==> config.mk <==
export PLATFORM = sky130hd
export DESIGN_NAME = bfsp_ctrl
export DESIGN_NICKNAME = d
export VERILOG_FILES = /design/src/bfsp_pkg.sv /design/src/bfsp_ctrl.sv
export SDC_FILE = /design/constraint.sdc
export NUM_CORES = 1
export LEC_CHECK = 0
export BUFFER_PORTS_ARGS = -buffer_cell sky130_fd_sc_hd__buf_2
export CORE_UTILIZATION = 50
export CTS_CLUSTER_SIZE = 24
export DETAILED_ROUTE_END_ITERATION = 16
export GPL_TIMING_DRIVEN = 0
export HOLD_SLACK_MARGIN = 0.05
export PLACE_DENSITY = 0.87
export SLEW_MARGIN = 40
export SYNTH_ARGS = -nofsm -noshare
export SYNTH_HDL_FRONTEND = slang
export SYNTH_SLANG_ARGS = --single-unit
==> constraint.sdc <==
create_clock -name clk -period 2.55 [get_ports clk]
set_input_delay 0.255 -clock clk [delete_from_list [all_inputs] [get_ports clk]]
set_output_delay 0.255 -clock clk [all_outputs]
set_load 0.01 [all_outputs]
==> src/bfsp_pkg.sv <==
// ----------------------------------------------------------------------------
// bfsp_pkg: shared types and constants
// Codes, field widths and the controller/datapath command and status bundles.
// ----------------------------------------------------------------------------
package bfsp_pkg;

  localparam int MAX_NODES_DEF   = 64;
  localparam int MAX_EDGES_DEF   = 1024;
  localparam int WEIGHT_BITS_DEF = 16;

  localparam int NODE_BITS = 6;
  localparam int DIST_BITS = 32;
  localparam int NC_BITS   = 7;
  localparam int KIND_BITS = 2;

  localparam logic [NC_BITS-1:0]   NC_RESET       = 7'd64;
  localparam logic [DIST_BITS-1:0] UNREACHED_DIST = 32'h3F3F3F3F;

  localparam logic [KIND_BITS-1:0] KIND_CLEAR = 2'd0;
  localparam logic [KIND_BITS-1:0] KIND_ADD   = 2'd1;
  localparam logic [KIND_BITS-1:0] KIND_QUERY = 2'd2;
  localparam logic [KIND_BITS-1:0] KIND_RSVD  = 2'd3;

  typedef struct packed {
    logic edge_clr;
    logic edge_add;
    logic q_latch;
    logic q_init;
    logic edge_rd;
    logic node_rd;
    logic relax_en;
    logic apply;
    logic d_rd;
    logic d_lat;
    logic pred_rd;
    logic path_wr_pred;
    logic path_rd;
    logic out_ld_path;
    logic out_ld_unr;
    logic out_last;
  } cmd_t;

  typedef struct packed {
    logic               bad_query;
    logic               tgt_reached;
    logic               cur_pv;
    logic               out_valid;
    logic               out_xfer;
    logic [NC_BITS-1:0] n_eff;
  } stat_t;

endpackage

==> src/bfsp_ctrl.sv <==
// ----------------------------------------------------------------------------
// bfsp_ctrl: sequencer
// Steps edge loads, relaxation passes, backtracking and result output.
// ----------------------------------------------------------------------------
module bfsp_ctrl #(
  parameter int MAX_EDGES = bfsp_pkg::MAX_EDGES_DEF,
  parameter int EAW       = (MAX_EDGES > 1) ? $clog2(MAX_EDGES) : 1,
  parameter int ETW       = $clog2(MAX_EDGES + 1)
) (
  input  logic                             clk,
  input  logic                             rst_n,
  input  logic                             in_tvalid,
  input  logic [bfsp_pkg::KIND_BITS-1:0]   kind,
  output logic                             in_tready,
  input  bfsp_pkg::stat_t                  stat,
  input  logic [ETW-1:0]                   edge_total,
  output bfsp_pkg::cmd_t                   cmd,
  output logic [EAW-1:0]                   edge_idx,
  output logic [bfsp_pkg::NC_BITS-1:0]     len,
  output logic [bfsp_pkg::NC_BITS-1:0]     emit_idx
);
  import bfsp_pkg::*;

  localparam logic [3:0] S_IDLE = 4'd0;
  localparam logic [3:0] S_QCHK = 4'd1;
  localparam logic [3:0] S_REDG = 4'd2;
  localparam logic [3:0] S_RNOD = 4'd3;
  localparam logic [3:0] S_RCAL = 4'd4;
  localparam logic [3:0] S_DRD  = 4'd5;
  localparam logic [3:0] S_DLAT = 4'd6;
  localparam logic [3:0] S_BCHK = 4'd7;
  localparam logic [3:0] S_BWT  = 4'd8;
  localparam logic [3:0] S_ERD  = 4'd9;
  localparam logic [3:0] S_ELD  = 4'd10;
  localparam logic [3:0] S_ULD  = 4'd11;
  localparam logic [3:0] S_HOLD = 4'd12;

  logic [3:0]         state_r, state_nxt;
  logic [EAW-1:0]     e_r, e_nxt;
  logic [NC_BITS-1:0] pass_r, pass_nxt;
  logic [NC_BITS-1:0] len_r, len_nxt;
  logic [NC_BITS-1:0] i_r, i_nxt;
  logic               acc;
  logic               e_last, emit_last;

  assign acc       = in_tvalid && in_tready;
  assign in_tready = (state_r == S_IDLE);
  assign e_last    = (ETW'(e_r) + ETW'(1)) == edge_total;
  assign emit_last = (i_r + NC_BITS'(1)) == len_r;
  assign edge_idx  = e_r;
  assign len       = len_r;
  assign emit_idx  = len_r - NC_BITS'(1) - i_r;

  always_comb begin
    state_nxt = state_r;
    e_nxt     = e_r;
    pass_nxt  = pass_r;
    len_nxt   = len_r;
    i_nxt     = i_r;
    cmd       = '0;
    unique case (state_r)
      S_IDLE: begin
        if (acc) begin
          cmd.edge_clr = (kind == KIND_CLEAR);
          cmd.edge_add = (kind == KIND_ADD);
          cmd.q_latch  = (kind == KIND_QUERY);
          if (kind == KIND_QUERY) state_nxt = S_QCHK;
        end
      end
      S_QCHK: begin
        if (stat.bad_query) begin
          state_nxt = S_ULD;
        end else begin
          cmd.q_init = 1'b1;
          e_nxt      = '0;
          pass_nxt   = '0;
          state_nxt  = (edge_total == '0) ? S_DRD : S_REDG;
        end
      end
      S_REDG: begin
        cmd.edge_rd = 1'b1;
        state_nxt   = S_RNOD;
      end
      S_RNOD: begin
        cmd.node_rd = 1'b1;
        state_nxt   = S_RCAL;
      end
      S_RCAL: begin
        cmd.relax_en = 1'b1;
        cmd.apply    = (pass_r < stat.n_eff);
        state_nxt    = S_REDG;
        if (e_last) begin
          e_nxt = '0;
          if (pass_r == stat.n_eff) state_nxt = S_DRD;
          else pass_nxt = pass_r + NC_BITS'(1);
        end else begin
          e_nxt = e_r + EAW'(1);
        end
      end
      S_DRD: begin
        cmd.d_rd  = 1'b1;
        state_nxt = S_DLAT;
      end
      S_DLAT: begin
        if (!stat.tgt_reached) begin
          state_nxt = S_ULD;
        end else begin
          cmd.d_lat = 1'b1;
          len_nxt   = NC_BITS'(1);
          state_nxt = S_BCHK;
        end
      end
      S_BCHK: begin
        if (len_r < stat.n_eff && stat.cur_pv) begin
          cmd.pred_rd = 1'b1;
          state_nxt   = S_BWT;
        end else begin
          i_nxt     = '0;
          state_nxt = S_ERD;
        end
      end
      S_BWT: begin
        cmd.path_wr_pred = 1'b1;
        len_nxt          = len_r + NC_BITS'(1);
        state_nxt        = S_BCHK;
      end
      S_ERD: begin
        cmd.path_rd = 1'b1;
        state_nxt   = S_ELD;
      end
      S_ELD: begin
        cmd.out_ld_path = 1'b1;
        cmd.out_last    = emit_last;
        state_nxt       = S_HOLD;
      end
      S_ULD: begin
        cmd.out_ld_unr = 1'b1;
        len_nxt        = NC_BITS'(1);
        i_nxt          = '0;
        state_nxt      = S_HOLD;
      end
      S_HOLD: begin
        if (stat.out_xfer) begin
          i_nxt     = i_r + NC_BITS'(1);
          state_nxt = emit_last ? S_IDLE : S_ERD;
        end
      end
      default: state_nxt = S_IDLE;
    endcase
  end

  always_ff @(posedge clk) begin
    if (!rst_n) begin
      state_r <= S_IDLE;
      e_r     <= '0;
      pass_r  <= '0;
      len_r   <= '0;
      i_r     <= '0;
    end else begin
      state_r <= state_nxt;
      e_r     <= e_nxt;
      pass_r  <= pass_nxt;
      len_r   <= len_nxt;
      i_r     <= i_nxt;
    end
  end

  a_ov_hold: assert property (@(posedge clk) disable iff (!rst_n)
    stat.out_valid |-> state_r == S_HOLD)
    else $error("result shown outside hold state");
  a_query_busy: assert property (@(posedge clk) disable iff (!rst_n)
    (acc && kind == KIND_QUERY) |=> !in_tready)
    else $error("input taken during query");
  a_emit_bound: assert property (@(posedge clk) disable iff (!rst_n)
    state_r == S_HOLD |-> (i_r < len_r) && (len_r <= stat.n_eff))
    else $error("emit index out of path");

endmodule

==> results.txt <==
* Required time of the critical path: 2730 ps
- Overflow left after global routing: 0
- Setup TNS: 0 ps
- Top-level port count: 69
- Final clock skew: 13.9 ps
- The tool flagged a number of max-cap violations equal to 0.
* Total power divided by cell area: 438 nW/µm²
- After detailed routing, the average wire length per cell comes to 15.7 µm.
* Worst slack, placed: -180 ps
* Endpoint of the worst-slack reg-to-reg timing path: pass_r[5]
- Y dimension of the die: 79.4 µm
- Number of design-rule violations left by the first detailed-router iteration: 160
- Count of warnings emitted by yosys: 0
* Upper clock frequency limit: 0.394 GHz
- Among all flip-flop cells after synthesis, the most frequent one is sky130_fd_sc_hd__dfxtp_1.
- Including well taps, the total number of placed cells is 526.
- Number of antenna violations at the first check in global routing: 0
- The clock drives 35 sinks.
* Final antenna-violating net count: 0
- Outcome: finished clean
* Arrival time at the worst endpoint: 2720 ps
* Post-synth cell types: 61
- The worst register-to-register path begins at edge_idx[0].
- Site row count: 27
- Top cell type's share of synthesized area: 23.4%
- Worst hold path stage count: 3
- In this run the cell area measured after placement is 3410 µm².
- Nature of the critical path endpoint: flip-flop
- After detailed routing, the number of vias per cell comes to 6.08.
* VDD IR-drop max: 0.298 mV
* CTS Root Cell: sky130_fd_sc_hd__clkbuf_8
* Worst-skew pair later-pin latency: 300 ps
* Layout Area Growth over Synthesis: 25.8%
- The number of clock buffers added by TritonCTS is 5.
* Synth top area cells: sky130_fd_sc_hd__dfxtp_1 (23%), sky130_fd_sc_hd__ha_1 (9.6%), sky130_fd_sc_hd__xnor2_1 (5.0%)
- The design draws 1.65 mW.
- Yosys mapped a number of flops with a built-in enable equal to 0.
- Utilization of the core after routing: 66.8%
- 0 antenna diodes ended up in the layout.
- Count of placed standard cells in the final layout, fillers left out: 550
- Length of the first detailed-routing pass in iterations: 5
- The wire-length estimate of the detail-placed layout is 6110 µm.
- Share of the clock period used by the worst path after layout: 99.6%
- Proportion of synthesized chip area in sequential cells: 23.4%
- Most common cell after layout, fill and taps aside: sky130_fd_sc_hd__buf_2
- The count of final max-slew check failures was 0.
* Port-buffer cells: 66
- Final worst hold slack: 300 ps
- The largest total area in the synthesized netlist belongs to sky130_fd_sc_hd__dfxtp_1.
- The mapped netlist covers 2990 µm².
- Initial core utilization: 53.0%
* Die boundary width: 79.4 µm
- Worst min-delay path class: input port to flip-flop
- TritonCTS built the clock tree.
- Vias in the first global route: 2998
- Counting cells, the worst reg-to-reg path comes to 10.
* Worst setup margin: 10.8 ps
- The final-report hold violation count is 0.
* Headroom to the max-slew limit: 57.1%
- Standby leakage power: 1.60 nW
- Launch instance of the worst min-delay path: stat[7]
* Clock-pin slew on the worst setup and hold paths: 80 ps
- The first global-routing pass estimated 13400 µm of wire.
- The critical path is of the flip-flop to flip-flop type.
* Setup crit start: edge_idx[0]
* Mapped Cells: 388
- Post-layout minimum cycle time: 2540 ps
- Last weighted congestion value of the routability-driven placer: 0.970
* Share of layout cells above drive strength 1: 26.4%
- Entering global routing, the biggest net connects 11 pins.
- The worst register-to-register path has a setup slack of 10 ps.
- Summed area of non-filler cells in the final layout: 3770 µm²
- A synthesized cell averages 7.71 µm².
- Crit path max fanout: 5
- Startpoint class of the critical path: flip-flop
* Buffer depth of the longest clock path: 2
- The worst hold path terminates at state_r[3].
* Post-synthesis net count: 440
- Final wirelength: 8630 µm
* Std-Cell Core Area: 5640 µm²
- Leaving out fill and tap cells, the most frequent cells in the layout are sky130_fd_sc_hd__buf_2 (69), sky130_fd_sc_hd__nand2_1 (32), sky130_fd_sc_hd__dfxtp_1 (30).
- Overall track demand over capacity in global routing: 27.3%
* Remaining routing DRC violations: 0
- Slew of the pin with the lowest slew margin: 637 ps
* Via count: 3346
* Post-synthesis register bit count: 35
* RSZ-0062 raised after global routing: yes
- Final-stage net count: 530
* Total number of H-tree levels: 2
* Async set or reset register ratio after synthesis: 0%
- Setup violations remaining at the end of the flow were counted as 0.
* Die Outline Area: 6300 µm²
where the power goes:
part	internal, mW	switching, mW	leakage, nW
logic	0.238	0.392	1.27
clock network	0.212	0.213	0.0470
registers	0.567	0.0279	0.285
total	1.02	0.633	1.60
routing by layer:
| metal | global-route usage (%) | vias up | wire length [µm] |
|---|---|---|---|
| met4 | 10.2 | 0 | 188 |
| met2 | 49.1 | 158 | 4310 |
| li1 | - | 1612 | - |
| met5 | 0 | - | 0 |
| met1 | 31.3 | 1549 | 3500 |
| met3 | 5.86 | 27 | 630 |
synthesized netlist by cell type, drive strengths merged, types with 5 or more instances:
library cell  count
nand4            10
ha               23
or3               8
dfxtp            35
and3              8
inv              23
xnor2            18
xor2              9
nor2             26
nand2b           10
a31oi            15
o21a              8
nand2            32
nor2b             6
nor3             17
buf               6
nand3            15
o21ai            24
clkbuf           11
a21o              5
a21oi            22
timing repair:
item | 4_1_cts | 5_1_grt
pin swaps | 2 | 16
gates resized for setup | 6 | 35
endpoints found under the setup margin | 16 | 19
gates cloned | 0 | 2
hold buffers | 0 | 0
setup buffers | 2 | 13
worst max-delay path, stage by stage, from the launching register on:
cell and delay, ps:
sky130_fd_sc_hd__dfxtp_4 370, sky130_fd_sc_hd__ha_4 240, sky130_fd_sc_hd__xnor2_1 140, sky130_fd_sc_hd__o211ai_1 110, sky130_fd_sc_hd__a211o_1 310, sky130_fd_sc_hd__a2111oi_4 320, sky130_fd_sc_hd__buf_4 200, sky130_fd_sc_hd__a31oi_4 140
sky130_fd_sc_hd__buf_2 200, sky130_fd_sc_hd__o31ai_2 310, sky130_fd_sc_hd__a21oi_2 90
worst max-delay path by stage:
| stage | endpoint | cells past startpoint |
|---|---|---|
| final | pass_r[5] | 10 |
| after CTS | edge_idx[4] | 9 |
| after floorplan | pass_r[5] | 8 |
| after detailed placement | pass_r[5] | 8 |
| after global routing | pass_r[1] | 11 |
| after global placement | pass_r[5] | 8 |
registers in the layout, indices dropped and copies added (netlist names):
register  cells
edge_idx     10
len           7
i_r           7
pass_r        7
state_r       4
cell families after synthesis:
group | synth area share, %
buffers and inverters | 5.35
XOR/XNOR | 8.90
AO/OA/AOI/OAI | 23.2
multiplexers | 0.669
adder cells (fa/ha/maj) | 10.3
AND/OR/NAND/NOR | 28.2
flip-flops | 23.4
area by class of cell:
type / instances / area, µm²
plain buffers: 17 / 96.3
fillers: 457 / 1880
clock buffers: 6 / 82.6
multi-input cells: 314 / 2230
flip-flops and latches: 35 / 712
well taps: 72 / 90.1
inverters: 23 / 86.3
clock inverters: 1 / 5.00
repair buffers: 82 / 463
Power figures use the tool's default switching activity.
